## src/rtl/core/packed_sign_vector_dot_product_defines.svh

```systemverilog
// ---------------------------------------------------------------------------
// Assertion macros for the packed sign vector dot product
// Concurrent checks clocked by clk_i and gated by rst_ni; empty in synthesis.
// ---------------------------------------------------------------------------
`ifndef PACKED_SIGN_VECTOR_DOT_PRODUCT_DEFINES_SVH
`define PACKED_SIGN_VECTOR_DOT_PRODUCT_DEFINES_SVH

`ifndef SYNTHESIS
// plain property, checked out of reset
`define PSVDP_ASSERT(name, prop) \
  name: assert property (@(posedge clk_i) disable iff (!rst_ni) (prop)) \
    else $error("%m: check failed");
// antecedent implies consequent in the same cycle
`define PSVDP_ASSERT_IMPLY(name, ante, cons) \
  name: assert property (@(posedge clk_i) disable iff (!rst_ni) (ante) |-> (cons)) \
    else $error("%m: implication failed");
// antecedent implies consequent in the next cycle
`define PSVDP_ASSERT_NEXT(name, ante, cons) \
  name: assert property (@(posedge clk_i) disable iff (!rst_ni) (ante) |=> (cons)) \
    else $error("%m: next-cycle implication failed");
`else
`define PSVDP_ASSERT(name, prop)
`define PSVDP_ASSERT_IMPLY(name, ante, cons)
`define PSVDP_ASSERT_NEXT(name, ante, cons)
`endif

`endif

```

## src/rtl/core/psvdp_pkg.sv

```systemverilog
// ---------------------------------------------------------------------------
// psvdp_pkg
// Shared constants and register codes of the packed sign vector dot product.
// ---------------------------------------------------------------------------
`default_nettype none

package psvdp_pkg;

  localparam int unsigned WORD_BITS_DEF    = 32;
  localparam int unsigned MAX_COLUMNS_DEF  = 4096;
  localparam int unsigned ROW_LENGTH_RESET = 32;

  // byte address width of the register port
  localparam int unsigned APB_ADDR_W = 3;

  // register index = paddr[APB_ADDR_W-1:2]
  typedef enum logic [APB_ADDR_W-3:0] {
    REG_ROW_LENGTH = 1'b0
  } reg_idx_e;

endpackage

`default_nettype wire

```

## src/rtl/core/psvdp_cfg_regs.sv

```systemverilog
// ---------------------------------------------------------------------------
// psvdp_cfg_regs
// Register port: holds row_length and derives the valid bit count of the
// last word of a vector.
// ---------------------------------------------------------------------------
`default_nettype none

module psvdp_cfg_regs #(
  parameter int unsigned WORD_BITS   = psvdp_pkg::WORD_BITS_DEF,
  parameter int unsigned MAX_COLUMNS = psvdp_pkg::MAX_COLUMNS_DEF,
  localparam int unsigned RL_W       = $clog2(MAX_COLUMNS) + 1,
  localparam int unsigned CNT_W      = $clog2(WORD_BITS + 1)
) (
  input  wire logic                              clk_i,
  input  wire logic                              rst_ni,
  input  wire logic                              psel,
  input  wire logic                              penable,
  input  wire logic                              pwrite,
  input  wire logic [psvdp_pkg::APB_ADDR_W-1:0]  paddr,
  input  wire logic [31:0]                       pwdata,
  output logic      [31:0]                       prdata,
  output logic                                   pready,
  output logic      [CNT_W-1:0]                  last_bits_o
);

  // quotient by WORD_BITS through a reciprocal: q = (x * RECIP) >> SH,
  // exact for every x below 2**RL_W
  localparam int unsigned SH      = RL_W + $clog2(WORD_BITS);
  localparam int unsigned RCP_W   = RL_W + 1;
  localparam int unsigned PROD_W  = RL_W + RCP_W;
  localparam longint unsigned RECIP_L = ((64'd1 << SH) + WORD_BITS - 1) / WORD_BITS;
  localparam logic [RCP_W-1:0] RECIP = RCP_W'(RECIP_L);
  localparam logic [RL_W-1:0] Q_RESET = RL_W'((psvdp_pkg::ROW_LENGTH_RESET - 1) / WORD_BITS);

  logic [RL_W-1:0]   row_length_q, row_length_d;
  logic [RL_W-1:0]   quot_q, quot_d;
  logic              wr_en;
  logic [RL_W-1:0]   wr_len_m1;
  logic [PROD_W-1:0] wr_prod;
  logic [RL_W-1:0]   quot_times_w;
  logic [RL_W-1:0]   rem_plus1;

  assign pready = 1'b1;
  assign wr_en  = psel & penable & pwrite;

  // (len - 1) / WORD_BITS, taken at write time
  assign wr_len_m1 = pwdata[RL_W-1:0] - RL_W'(1);
  assign wr_prod   = PROD_W'(wr_len_m1) * PROD_W'(RECIP);

  always_comb begin
    row_length_d = row_length_q;
    quot_d       = quot_q;
    if (wr_en) begin
      case (psvdp_pkg::reg_idx_e'(paddr[psvdp_pkg::APB_ADDR_W-1:2]))
        psvdp_pkg::REG_ROW_LENGTH: begin
          row_length_d = pwdata[RL_W-1:0];
          quot_d       = RL_W'(wr_prod >> SH);
        end
        default: begin
          row_length_d = row_length_q;
          quot_d       = quot_q;
        end
      endcase
    end
  end

  always_ff @(posedge clk_i or negedge rst_ni) begin
    if (!rst_ni) begin
      row_length_q <= RL_W'(psvdp_pkg::ROW_LENGTH_RESET);
      quot_q       <= Q_RESET;
    end else begin
      row_length_q <= row_length_d;
      quot_q       <= quot_d;
    end
  end

  always_comb begin
    case (psvdp_pkg::reg_idx_e'(paddr[psvdp_pkg::APB_ADDR_W-1:2]))
      psvdp_pkg::REG_ROW_LENGTH: prdata = 32'(row_length_q);
      default:                   prdata = 32'd0;
    endcase
  end

  // len - q*W = ((len - 1) mod W) + 1; zero length counts a full word
  assign quot_times_w = RL_W'(quot_q * RL_W'(WORD_BITS));
  assign rem_plus1    = row_length_q - quot_times_w;
  assign last_bits_o  = (row_length_q == '0) ? CNT_W'(WORD_BITS) : CNT_W'(rem_plus1);

endmodule

`default_nettype wire

```

## src/rtl/core/psvdp_word_score.sv

```systemverilog
// ---------------------------------------------------------------------------
// psvdp_word_score
// Popcount tree over the agreeing bits of one word; yields matches minus
// mismatches for the counted bits.
// ---------------------------------------------------------------------------
`default_nettype none

module psvdp_word_score #(
  parameter int unsigned WORD_BITS = psvdp_pkg::WORD_BITS_DEF,
  localparam int unsigned CNT_W    = $clog2(WORD_BITS + 1)
) (
  input  wire logic [WORD_BITS-1:0] agree_i,
  input  wire logic [CNT_W-1:0]     nbits_i,
  output logic signed [CNT_W+1:0]   score_o
);

  localparam int unsigned LEVELS = $clog2(WORD_BITS);
  localparam int unsigned PAD    = 1 << LEVELS;

  // heap-ordered adder tree, node 1 is the root
  logic [CNT_W-1:0] node [1:2*PAD-1];

  for (genvar i = 0; i < PAD; i++) begin : g_leaf
    if (i < WORD_BITS) begin : g_bit
      assign node[PAD+i] = CNT_W'(agree_i[i]);
    end else begin : g_pad
      assign node[PAD+i] = '0;
    end
  end

  for (genvar k = 1; k < PAD; k++) begin : g_add
    assign node[k] = node[2*k] + node[2*k+1];
  end

  // 2*matches - counted bits
  assign score_o = signed'({1'b0, node[1], 1'b0}) - signed'({2'b00, nbits_i});

endmodule

`default_nettype wire

```

## src/rtl/core/packed_sign_vector_dot_product.sv

```systemverilog
// ---------------------------------------------------------------------------
// packed_sign_vector_dot_product
// XNOR / popcount dot product of two packed +1/-1 sign vectors.
// ---------------------------------------------------------------------------
// Each transaction on the input channel carries one pair of WORD_BITS-bit
// words (bit 1 = +1, bit 0 = -1) and a last_word flag. Every agreeing bit adds
// +1 and every disagreeing bit -1 to a running sum, saturated at
// +/-MAX_COLUMNS. In the word flagged last only the low
// ((row_length-1) mod WORD_BITS)+1 bits count (all bits when row_length is 0);
// that word emits the sum as one output transaction and clears the sum.
// Throughput is one word per clock. The datapath is an input register
// (masked XNOR of the pair), then the popcount tree plus saturating
// accumulator into the result register, so each result passes through both
// registers on its way out. in_stall_o rises only when a last word sits in the
// input register while the previous result is still held by out_stall_i;
// non-last words keep flowing behind a held result. row_length is written
// through the APB port at byte address 0 and must be written only while the
// block is idle; it takes effect for the next word accepted.
// ---------------------------------------------------------------------------
`default_nettype none
`include "packed_sign_vector_dot_product_defines.svh"

module packed_sign_vector_dot_product #(
  parameter int unsigned WORD_BITS   = psvdp_pkg::WORD_BITS_DEF,
  parameter int unsigned MAX_COLUMNS = psvdp_pkg::MAX_COLUMNS_DEF,
  localparam int unsigned SUM_W      = $clog2(MAX_COLUMNS) + 2
) (
  input  wire logic                              clk_i,
  input  wire logic                              rst_ni,
  // register port
  input  wire logic                              psel,
  input  wire logic                              penable,
  input  wire logic                              pwrite,
  input  wire logic [psvdp_pkg::APB_ADDR_W-1:0]  paddr,
  input  wire logic [31:0]                       pwdata,
  output logic      [31:0]                       prdata,
  output logic                                   pready,
  // word input
  input  wire logic                              in_valid_i,
  output logic                                   in_stall_o,
  input  wire logic [WORD_BITS-1:0]              word_a_i,
  input  wire logic [WORD_BITS-1:0]              word_b_i,
  input  wire logic                              last_word_i,
  // result output
  output logic                                   out_valid_o,
  input  wire logic                              out_stall_i,
  output logic signed [SUM_W-1:0]                dot_sum_o
);

  localparam int unsigned CNT_W = $clog2(WORD_BITS + 1);
  localparam int unsigned SC_W  = CNT_W + 2;
  // wide enough for sum + score without overflow
  localparam int unsigned EXT_W = ((SUM_W > SC_W) ? SUM_W : SC_W) + 1;

  localparam logic signed [EXT_W-1:0] EXT_HI = EXT_W'(MAX_COLUMNS);
  localparam logic signed [EXT_W-1:0] EXT_LO = -EXT_HI;
  localparam logic signed [SUM_W-1:0] SUM_HI = SUM_W'(MAX_COLUMNS);
  localparam logic signed [SUM_W-1:0] SUM_LO = -SUM_HI;

  // -------------------------------------------------------------------------
  // registers
  // -------------------------------------------------------------------------
  logic [CNT_W-1:0] last_bits;

  psvdp_cfg_regs #(
    .WORD_BITS   (WORD_BITS),
    .MAX_COLUMNS (MAX_COLUMNS)
  ) u_cfg_regs (
    .clk_i       (clk_i),
    .rst_ni      (rst_ni),
    .psel        (psel),
    .penable     (penable),
    .pwrite      (pwrite),
    .paddr       (paddr),
    .pwdata      (pwdata),
    .prdata      (prdata),
    .pready      (pready),
    .last_bits_o (last_bits)
  );

  // -------------------------------------------------------------------------
  // input stage: masked agreement vector and counted bit count
  // -------------------------------------------------------------------------
  logic                 in_accept;
  logic                 s1_valid_q, s1_valid_d;
  logic                 s1_last_q;
  logic [WORD_BITS-1:0] s1_agree_q, agree_d;
  logic [CNT_W-1:0]     s1_nbits_q, nbits_d;
  logic [WORD_BITS-1:0] live_mask;
  logic                 s1_consume;

  always_comb begin
    for (int i = 0; i < WORD_BITS; i++) begin
      live_mask[i] = !last_word_i || (CNT_W'(i) < last_bits);
    end
  end

  assign agree_d = ~(word_a_i ^ word_b_i) & live_mask;
  assign nbits_d = last_word_i ? last_bits : CNT_W'(WORD_BITS);

  // a last word needs room in the result register; others always drain
  assign s1_consume = s1_valid_q && (!s1_last_q || !out_valid_o || !out_stall_i);
  assign in_stall_o = s1_valid_q && !s1_consume;
  assign in_accept  = in_valid_i && !in_stall_o;

  always_comb begin
    s1_valid_d = s1_valid_q;
    if (in_accept) begin
      s1_valid_d = 1'b1;
    end else if (s1_consume) begin
      s1_valid_d = 1'b0;
    end
  end

  always_ff @(posedge clk_i or negedge rst_ni) begin
    if (!rst_ni) begin
      s1_valid_q <= 1'b0;
    end else begin
      s1_valid_q <= s1_valid_d;
    end
  end

  always_ff @(posedge clk_i) begin
    if (in_accept) begin
      s1_agree_q <= agree_d;
      s1_nbits_q <= nbits_d;
      s1_last_q  <= last_word_i;
    end
  end

  // -------------------------------------------------------------------------
  // accumulate stage
  // -------------------------------------------------------------------------
  logic signed [SC_W-1:0]  score;
  logic signed [EXT_W-1:0] sum_ext;
  logic signed [SUM_W-1:0] sum_sat;
  logic signed [SUM_W-1:0] running_sum_q, running_sum_d;
  logic                    out_valid_q, out_valid_d;
  logic signed [SUM_W-1:0] dot_sum_q;
  logic                    result_load;

  psvdp_word_score #(
    .WORD_BITS (WORD_BITS)
  ) u_word_score (
    .agree_i (s1_agree_q),
    .nbits_i (s1_nbits_q),
    .score_o (score)
  );

  assign sum_ext = EXT_W'(running_sum_q) + EXT_W'(score);

  always_comb begin
    if (sum_ext > EXT_HI) begin
      sum_sat = SUM_HI;
    end else if (sum_ext < EXT_LO) begin
      sum_sat = SUM_LO;
    end else begin
      sum_sat = SUM_W'(sum_ext);
    end
  end

  assign result_load = s1_consume && s1_last_q;

  always_comb begin
    running_sum_d = running_sum_q;
    if (result_load) begin
      running_sum_d = '0;
    end else if (s1_consume) begin
      running_sum_d = sum_sat;
    end
  end

  always_comb begin
    out_valid_d = out_valid_q;
    if (result_load) begin
      out_valid_d = 1'b1;
    end else if (out_valid_q && !out_stall_i) begin
      out_valid_d = 1'b0;
    end
  end

  always_ff @(posedge clk_i or negedge rst_ni) begin
    if (!rst_ni) begin
      running_sum_q <= '0;
      out_valid_q   <= 1'b0;
    end else begin
      running_sum_q <= running_sum_d;
      out_valid_q   <= out_valid_d;
    end
  end

  always_ff @(posedge clk_i) begin
    if (result_load) begin
      dot_sum_q <= sum_sat;
    end
  end

  assign out_valid_o = out_valid_q;
  assign dot_sum_o   = dot_sum_q;

  // -------------------------------------------------------------------------
  // checks
  // -------------------------------------------------------------------------
  `PSVDP_ASSERT(a_sum_in_range, (running_sum_q <= SUM_HI) && (running_sum_q >= SUM_LO))
  `PSVDP_ASSERT_IMPLY(a_result_in_range, out_valid_q, (dot_sum_q <= SUM_HI) && (dot_sum_q >= SUM_LO))
  `PSVDP_ASSERT_IMPLY(a_stall_cause, in_stall_o, s1_valid_q && s1_last_q && out_valid_q && out_stall_i)
  `PSVDP_ASSERT_NEXT(a_clear_on_last, result_load, (running_sum_q == '0) && out_valid_q)
  `PSVDP_ASSERT_IMPLY(a_result_source, $rose(out_valid_q), $past(s1_valid_q && s1_last_q))

endmodule

`default_nettype wire
```

## config.mk

```make
export PLATFORM = sky130hd
export DESIGN_NAME = packed_sign_vector_dot_product
export DESIGN_NICKNAME = d
export VERILOG_FILES = /design/src/rtl/core/psvdp_pkg.sv /design/src/rtl/core/psvdp_cfg_regs.sv /design/src/rtl/core/psvdp_word_score.sv /design/src/rtl/core/packed_sign_vector_dot_product.sv
export VERILOG_INCLUDE_DIRS = /design/src /design/src/rtl/core
export SDC_FILE = /design/constraint.sdc
export NUM_CORES = 1
export LEC_CHECK = 0
export BUFFER_PORTS_ARGS = -buffer_cell sky130_fd_sc_hd__buf_2
export CAP_MARGIN = 20
export CORE_ASPECT_RATIO = 1.25
export CORE_UTILIZATION = 45
export DETAILED_ROUTE_END_ITERATION = 10
export PLACE_DENSITY = 0.73
export SLEW_MARGIN = 20
export SYNTH_ARGS = -nofsm -noshare
export SYNTH_HDL_FRONTEND = slang
export SYNTH_SLANG_ARGS = --single-unit
```

## constraint.sdc

```tcl
create_clock -name clk_i -period 7.1 [get_ports clk_i]
set_input_delay 0.71 -clock clk_i [delete_from_list [all_inputs] [get_ports clk_i]]
set_output_delay 0.71 -clock clk_i [all_outputs]
set_load 0.01 [all_outputs]
```

After elaboration in Yosys (flattened, before gate mapping)
Index checks and enable logic that the tools add are counted.
{"block": "word_totals", "word_cells": 144, "romBits": 0, "mem_count": 0, "latchBits": 0, "ramBits": 0, "in_bits": 107, "output_inout_bits": 49, "ff_bits": 83}
{"block": "op_classes", "mul": 0, "n_bitwise": 6, "order_cmp": 34, "reduce_logical": 50, "add_sub_neg": 35, "muxes": 10, "div_mod_pow": 0, "n_shift": 0, "eq_ne": 0}
{"op": "$lt A5 B6 Y1 const A", "n": 16}
{"op": "$mux W14", "n": 4}
{"op": "$lt A4 B6 Y1 const A", "n": 8}
{"op": "$logic_or A1 B1 Y1", "n": 34}
{"op": "$add A1 B1 Y2", "n": 16}
{"op": "$and A32 B32 Y32", "n": 1}
{"op": "$not A32 Y32", "n": 1}
{"op": "$xor A32 B32 Y32", "n": 1}
{"op": "$add A2 B2 Y3", "n": 8}
{"op": "$lt A3 B6 Y1 const A", "n": 4}
{"op": "$add A3 B3 Y4", "n": 4}
{"op": "$add A14 B8 Y15", "n": 1}
{"op": "$gt A15 B14 Y1 const B", "n": 1}
{"op": "$lt A15 B13 Y1 const B", "n": 1}
{"op": "$logic_not A13 Y1", "n": 1}
{"op": "$mux W13", "n": 1}
{"op": "$lt A1 B6 Y1 const A", "n": 2}
{"op": "$lt A2 B6 Y1 const A", "n": 2}
{"op": "$add A4 B4 Y5", "n": 2}
{"op": "$sub A7 B6 Y8", "n": 1}
{"op": "$add A5 B5 Y6", "n": 1}
{"op": "$logic_not A1 Y1", "n": 6}
{"op": "$mux W6", "n": 1}
{"op": "$reduce_bool A2 Y1", "n": 3}
{"op": "7 further kinds", "n": 15}

Depth between registers and ports, before layout
{"block": "depth", "word_depth": 12, "depth_mapped": 29, "depth_no_buf": 27}

Cells and area by module
A second synthesis with hierarchy kept.
{"block": "unflattened", "hier_cells": 591, "hier_area_um2": 5913.2}
{"module": "packed_sign_vector_dot_product", "seq_area_each_um2": 1991.9, "area_per_inst_um2": 3716.1, "n_inst": 1, "cells_each": 335}
{"module": "psvdp_word_score", "seq_area_each_um2": 0.0, "area_per_inst_um2": 1332.5, "n_inst": 1, "cells_each": 145}
{"module": "psvdp_cfg_regs", "seq_area_each_um2": 351.6, "area_per_inst_um2": 864.6, "n_inst": 1, "cells_each": 111}

Least setup slack after synthesis
Ideal clock, no wire load.
{"block": "synth_path", "kind": "register -> register", "startpoint": "reg s1_agree_q[17]", "endpoint": "reg dot_sum_q[10] (netlist: dot_sum_o[10]) (data pin)", "n_path_buf": 2, "setup_time_ns": 0.267, "t_arrival_ns": 7.157, "synth_period_minus_slack_ns": 7.424, "t_required_ns": 6.833, "slack_ns": -0.324, "path_stages_with_launch": 30, "path_cell_list": "edfxtp_1 -> fa_1 -> inv_1 -> fa_1 -> fa_1 -> fa_1 -> fa_1 -> fa_1 -> inv_1 -> ha_1 -> inv_1 -> fa_1 -> inv_1 -> ha_1 -> a21o_1 -> a21oi_1 -> nor2b_1 -> o21ai_0 -> nand2_1 -> xor2_1 -> ha_1 -> buf_4 -> nand2_1 -> or3_1 -> or3_4 -> nand2_1 -> xnor2_2 -> mux2i_4 -> buf_2 -> a21oi_1"}
{"block": "synth_via", "elab_chain_cells": 10, "elab_cells_between_ends": 11, "classes_between": "add/sub (7); order compare (2); mux (2)"}
{"element": "from (decl)", "line": "packed_sign_vector_dot_product.sv:87", "source": "logic [WORD_BITS-1:0] s1_agree_q, agree_d;"}
{"element": "from (signal assigned)", "line": "packed_sign_vector_dot_product.sv:125", "source": "s1_agree_q <= agree_d;"}
{"element": "$add A1 B1 Y2 (*)", "line": "psvdp_word_score.sv:32", "source": "assign node[k] = node[2*k] + node[2*k+1];"}
{"element": "$add A2 B2 Y3 (*)", "line": "psvdp_word_score.sv:32"}
{"element": "$add A3 B3 Y4 (*)", "line": "psvdp_word_score.sv:32"}
{"element": "$add A4 B4 Y5 (*)", "line": "psvdp_word_score.sv:32"}
{"element": "$add A5 B5 Y6 (*)", "line": "psvdp_word_score.sv:32"}
{"element": "$sub A7 B6 Y8 (*)", "line": "psvdp_word_score.sv:36", "source": "assign score_o = signed'({1'b0, node[1], 1'b0}) - signed'({2'b00, nbits_i});"}
{"element": "$add A14 B8 Y15 (*)", "line": "packed_sign_vector_dot_product.sv:150", "source": "assign sum_ext = EXT_W'(running_sum_q) + EXT_W'(score);"}
{"element": "$lt A15 B13 Y1", "line": "packed_sign_vector_dot_product.sv:155", "source": "end else if (sum_ext < EXT_LO) begin"}
{"element": "$mux W14", "line": "packed_sign_vector_dot_product.sv:155"}
{"element": "$mux W14 (*)", "line": "packed_sign_vector_dot_product.sv:153", "source": "if (sum_ext > EXT_HI) begin"}
{"element": "via sum_sat[10]", "line": "packed_sign_vector_dot_product.sv:136", "source": "logic signed [SUM_W-1:0] sum_sat;"}
{"element": "to (signal assigned)", "line": "packed_sign_vector_dot_product.sv:194", "source": "dot_sum_q <= sum_sat;"}
{"element": "to (decl)", "line": "packed_sign_vector_dot_product.sv:139", "source": "logic signed [SUM_W-1:0] dot_sum_q;"}
The timed path passes the listed nets; every way through them passes the cells marked *.
A chain may end at the register's enable or synchronous reset.

Final worst setup path
{"block": "layout_path", "startpoint": "reg s1_agree_q[17]", "endpoint": "reg running_sum_q[8]"}
{"block": "layout_via", "elab_chain_cells": 12, "elab_cells_between_ends": 13, "classes_between": "add/sub (7); order compare (2); mux (4)"}
{"element": "$add A1 B1 Y2 (*)", "line": "psvdp_word_score.sv:32"}
{"element": "$add A2 B2 Y3 (*)", "line": "psvdp_word_score.sv:32"}
{"element": "$add A3 B3 Y4 (*)", "line": "psvdp_word_score.sv:32"}
{"element": "$add A4 B4 Y5 (*)", "line": "psvdp_word_score.sv:32"}
{"element": "$add A5 B5 Y6 (*)", "line": "psvdp_word_score.sv:32"}
{"element": "$sub A7 B6 Y8 (*)", "line": "psvdp_word_score.sv:36"}
{"element": "$add A14 B8 Y15 (*)", "line": "packed_sign_vector_dot_product.sv:150"}
{"element": "$lt A15 B13 Y1", "line": "packed_sign_vector_dot_product.sv:155"}
{"element": "$mux W14", "line": "packed_sign_vector_dot_product.sv:155"}
{"element": "$mux W14 (*)", "line": "packed_sign_vector_dot_product.sv:153"}
{"element": "$mux W14 (*)", "line": "packed_sign_vector_dot_product.sv:168", "source": "end else if (s1_consume) begin"}
{"element": "$mux W14 (*)", "line": "packed_sign_vector_dot_product.sv:166", "source": "if (result_load) begin"}
{"element": "to (signal assigned)", "line": "packed_sign_vector_dot_product.sv:187", "source": "running_sum_q <= running_sum_d;"}
{"element": "to (decl)", "line": "packed_sign_vector_dot_product.sv:137", "source": "logic signed [SUM_W-1:0] running_sum_q, running_sum_d;"}
Every way passes the cells marked *; elsewhere a longest branch is shown, timed or not. The select of a mux whose other input is x is not followed.

==> results.md <==
* First-pass GRT wire length at 21,700 µm
* Register area at 2340 µm²
* Crit Path Category: reg2reg
* PnR worst setup slack at -0.433 ns
* Core area at 12,300 µm²
* Hold-fix buffers, CTS at 0
* Remaining Overflow, GRT at 0
* Clk buf depth at 2
* Num CTS Buffers at 9
* Synth-to-Final Area Change at 30.2%
* Post-Syn Area at 5750 µm²
* Area post-placement at 6780 µm²
* Worst-path clk slew at 0.06 ns
* Dominant cells by area after synthesis: edfxtp_1, dfrtp_1, fa_1, xor2_1, ha_1
* CP top delay family: adder cells
* Final setup viols at 26
* Layout cells sized above 1 at 0.358
* Yosys reg bits at 83
* Final Hold Fails at 0
* Inserted Diodes at 0
* Number of global-route vias before repair at 4,786
* Max-slew violations at 0
* Post-synth top area cell: edfxtp_1
* Top_reg_cell synth: edfxtp_1
* Chip Height at 128 µm
* Vias per std cell at 5.17
* Max Cap Viol at 0
* Clock skew at 0.00903 ns
* Sinks on Clock Net at 83
* CP Max Fanout at 5
* Failing checks: negative setup slack
* Total track usage at 0.218
* # fillers at 1,055
* Initial Utilization at 0.469
* CP Launch Type: flop
* Final min period at 7.53 ns
* Status: finished with violations
* Cell row count at 45
* GPL Wtd Cong at 0.931
* Slew at the pin with the worst max-slew slack at 1.04 ns
* Slew headroom at 0.305
* Required time worst endpoint at 7.33 ns
* Antenna violations before repair at 0
* DRT Wirelength at 13,600 µm
* CP max-delay cell: fa_1
* Critical Path Max Stage Delay at 0.54 ns
* Largest net degree at the start of global routing at 40
* Ys Warns at 0
* Yosys top cell area share at 0.277
* FMAX at 133 MHz
* Arr. time, crit path at 7.77 ns
* Post-route cell area at 7490 µm²
* Antenna-violating nets left at 0
* Cells after Synth at 547
* CTS tree: built
* Multi-input gate area at 3310 µm²
* DR iter-0 viols at 138
* Post-synth ARST share at 0.361
* Die area at 13,200 µm²
* Port buffer count at 114
* Vias after detailed routing at 4,560
* Final HPWL DP at 10,200 µm
* Ports at 156
* Hold Path Class: in2async
* Average size of a mapped cell at 10.5 µm²
* Skew-Pair Late Insertion Delay at 0.34 ns
* Crit share post-route at 1.06
* Setup crit end kind: flop
* RSZ-0062 raised after global routing: yes
* Register area share after synthesis at 0.408
* WP buf/inv at 6
* # DRC at 0
* Final Net Count at 872
* H-tree depth at 3
* Die W at 103 µm
* First-pass detailed-route iteration total at 4
* Root buf cell: clkbuf_16
* Wirelength per Cell at 15.5 µm
* Cell variety after synth at 61
* Number of synthesized flops with an enable pin at 53
* Most used cell, CP: fa_1
worst reg2reg max path, delay by kind of cell (launching register included):
| family | cells | cell delay (ns) |
|---|---|---|
| compound gates | 6 | 1.12 |
| xor+xnor | 1 | 0.15 |
| fa+ha+maj | 10 | 4.19 |
| buf+inv | 6 | 0.50 |
| flops | 1 | 0.41 |
| mux | 1 | 0.12 |
| simple gates | 5 | 0.95 |
cell type report:
class                   count  share of cell area
multi-input cells         378               0.442
flip-flops and latches     83               0.313
repair buffers            174               0.145
clock buffers              14              0.0339
inverters                  67              0.0336
well taps                 164              0.0274
clock inverters             2             0.00485
layer usage:
| layer | GRT usage | share of wire |
|---|---|---|
| met5 | 0 | 0 |
| met4 | 0.122 | 0.039 |
| met3 | 0.0380 | 0.046 |
| met2 | 0.409 | 0.57 |
| met1 | 0.223 | 0.35 |
cells by family (layout without fill, tap and decap cells):
| group | Yosys count | in the layout | synth area share |
|---|---|---|---|
| adder cells (fa/ha/maj) | 52 | 52 | 0.147 |
| flip-flops | 83 | 83 | 0.408 |
| XOR/XNOR | 51 | 51 | 0.0790 |
| AND/OR/NAND/NOR | 124 | 125 | 0.108 |
| other | 2 | 20 | 0.00131 |
| buffers and inverters | 105 | 257 | 0.0853 |
| AO/OA/AOI/OAI | 115 | 115 | 0.140 |
| multiplexers | 15 | 15 | 0.0311 |
cells in the final DEF, fill, tap and decap left out, drive strengths merged, types with 2 or more instances in the layout:
cell / n
ha: 26
nand2: 40
nor2b: 16
xnor2: 13
buf: 174
o211a: 2
clkbuf: 14
o2111a: 2
a21o: 14
nor3: 6
a311oi: 5
mux2: 13
nand3: 8
a31oi: 4
a211oi: 5
nor4: 3
inv: 68
nand2b: 2
o21ai: 16
nand4: 5
o31ai: 10
or3: 3
nor2: 23
a21oi: 41
xor2: 38
conb: 20
a22o: 3
fa: 26
nor4b: 2
edfxtp: 53
and3: 3
o211ai: 2
dfrtp: 29
or2: 2
and2: 8
mux2i: 2
a21boi: 2
cell usage after synthesis (all sizes together), types with 4 or more instances:
| library cell | number |
|---|---|
| nand4 | 4 |
| edfxtp | 53 |
| nand2 | 40 |
| a31oi | 4 |
| nor3 | 6 |
| buf | 28 |
| xnor2 | 13 |
| a21oi | 41 |
| a211oi | 5 |
| and2 | 8 |
| clkbuf | 10 |
| fa | 26 |
| nor2 | 23 |
| nor2b | 16 |
| a311oi | 5 |
| inv | 67 |
| o21ai | 16 |
| a21o | 14 |
| mux2 | 13 |
| xor2 | 38 |
| nand3 | 8 |
| ha | 26 |
| o31ai | 10 |
| dfrtp | 29 |
worst paths after layout:
kind	from	to	slack [ns]	cells past startpoint
min in group clk_i	running_sum_q[2]	running_sum_q[2]	0.49	2
min reg2reg	running_sum_q[2]	running_sum_q[2]	0.49	2
max reg2reg	s1_agree_q[17]	running_sum_q[8]	-0.43	29
min	rst_ni	running_sum_q[11]	0.44	1
max	s1_agree_q[17]	running_sum_q[8]	-0.43	29
max in group asynchronous	rst_ni	u_cfg_regs.row_length_q[3]	6.16	1
state kept, by name, indices dropped and copies added (netlist names):
| register | flops |
|---|---|
| s1_agree_q | 32 |
| dot_sum_o | 14 |
| running_sum_q | 14 |
| u_cfg_regs.row_length_q | 13 |
| s1_nbits_q | 6 |
| out_valid_o | 1 |
| s1_last_q | 1 |
| s1_valid_q | 1 |
| u_cfg_regs.quot_q | 1 |
timing repair:
action                                  CTS  global route
endpoints found under the setup margin   28            28
pin swaps                                 7             9
cloned                                    2             1
resized for setup                        28            29
setup buffers                             6             3
stage by stage:
stage | hold slack (ns) | TNS (ns) | instances | utilization | setup WS [ns]
floorplan | 0.414 | -1.09 | 565 | - | -0.117
global placement | 0.468 | -7.90 | 855 | 0.552 | -0.361
finish | 0.444 | -9.71 | 882 | 0.610 | -0.433
detailed placement | 0.478 | -10.60 | 855 | 0.552 | -0.493
CTS | 0.457 | -8.20 | 879 | 0.597 | -0.376
global route | 0.482 | -17.34 | 882 | 0.610 | -0.716
Power is left out: the tool's default activity adds up to more than one toggle a clock period on the data nets, which glitch-free logic cannot reach.
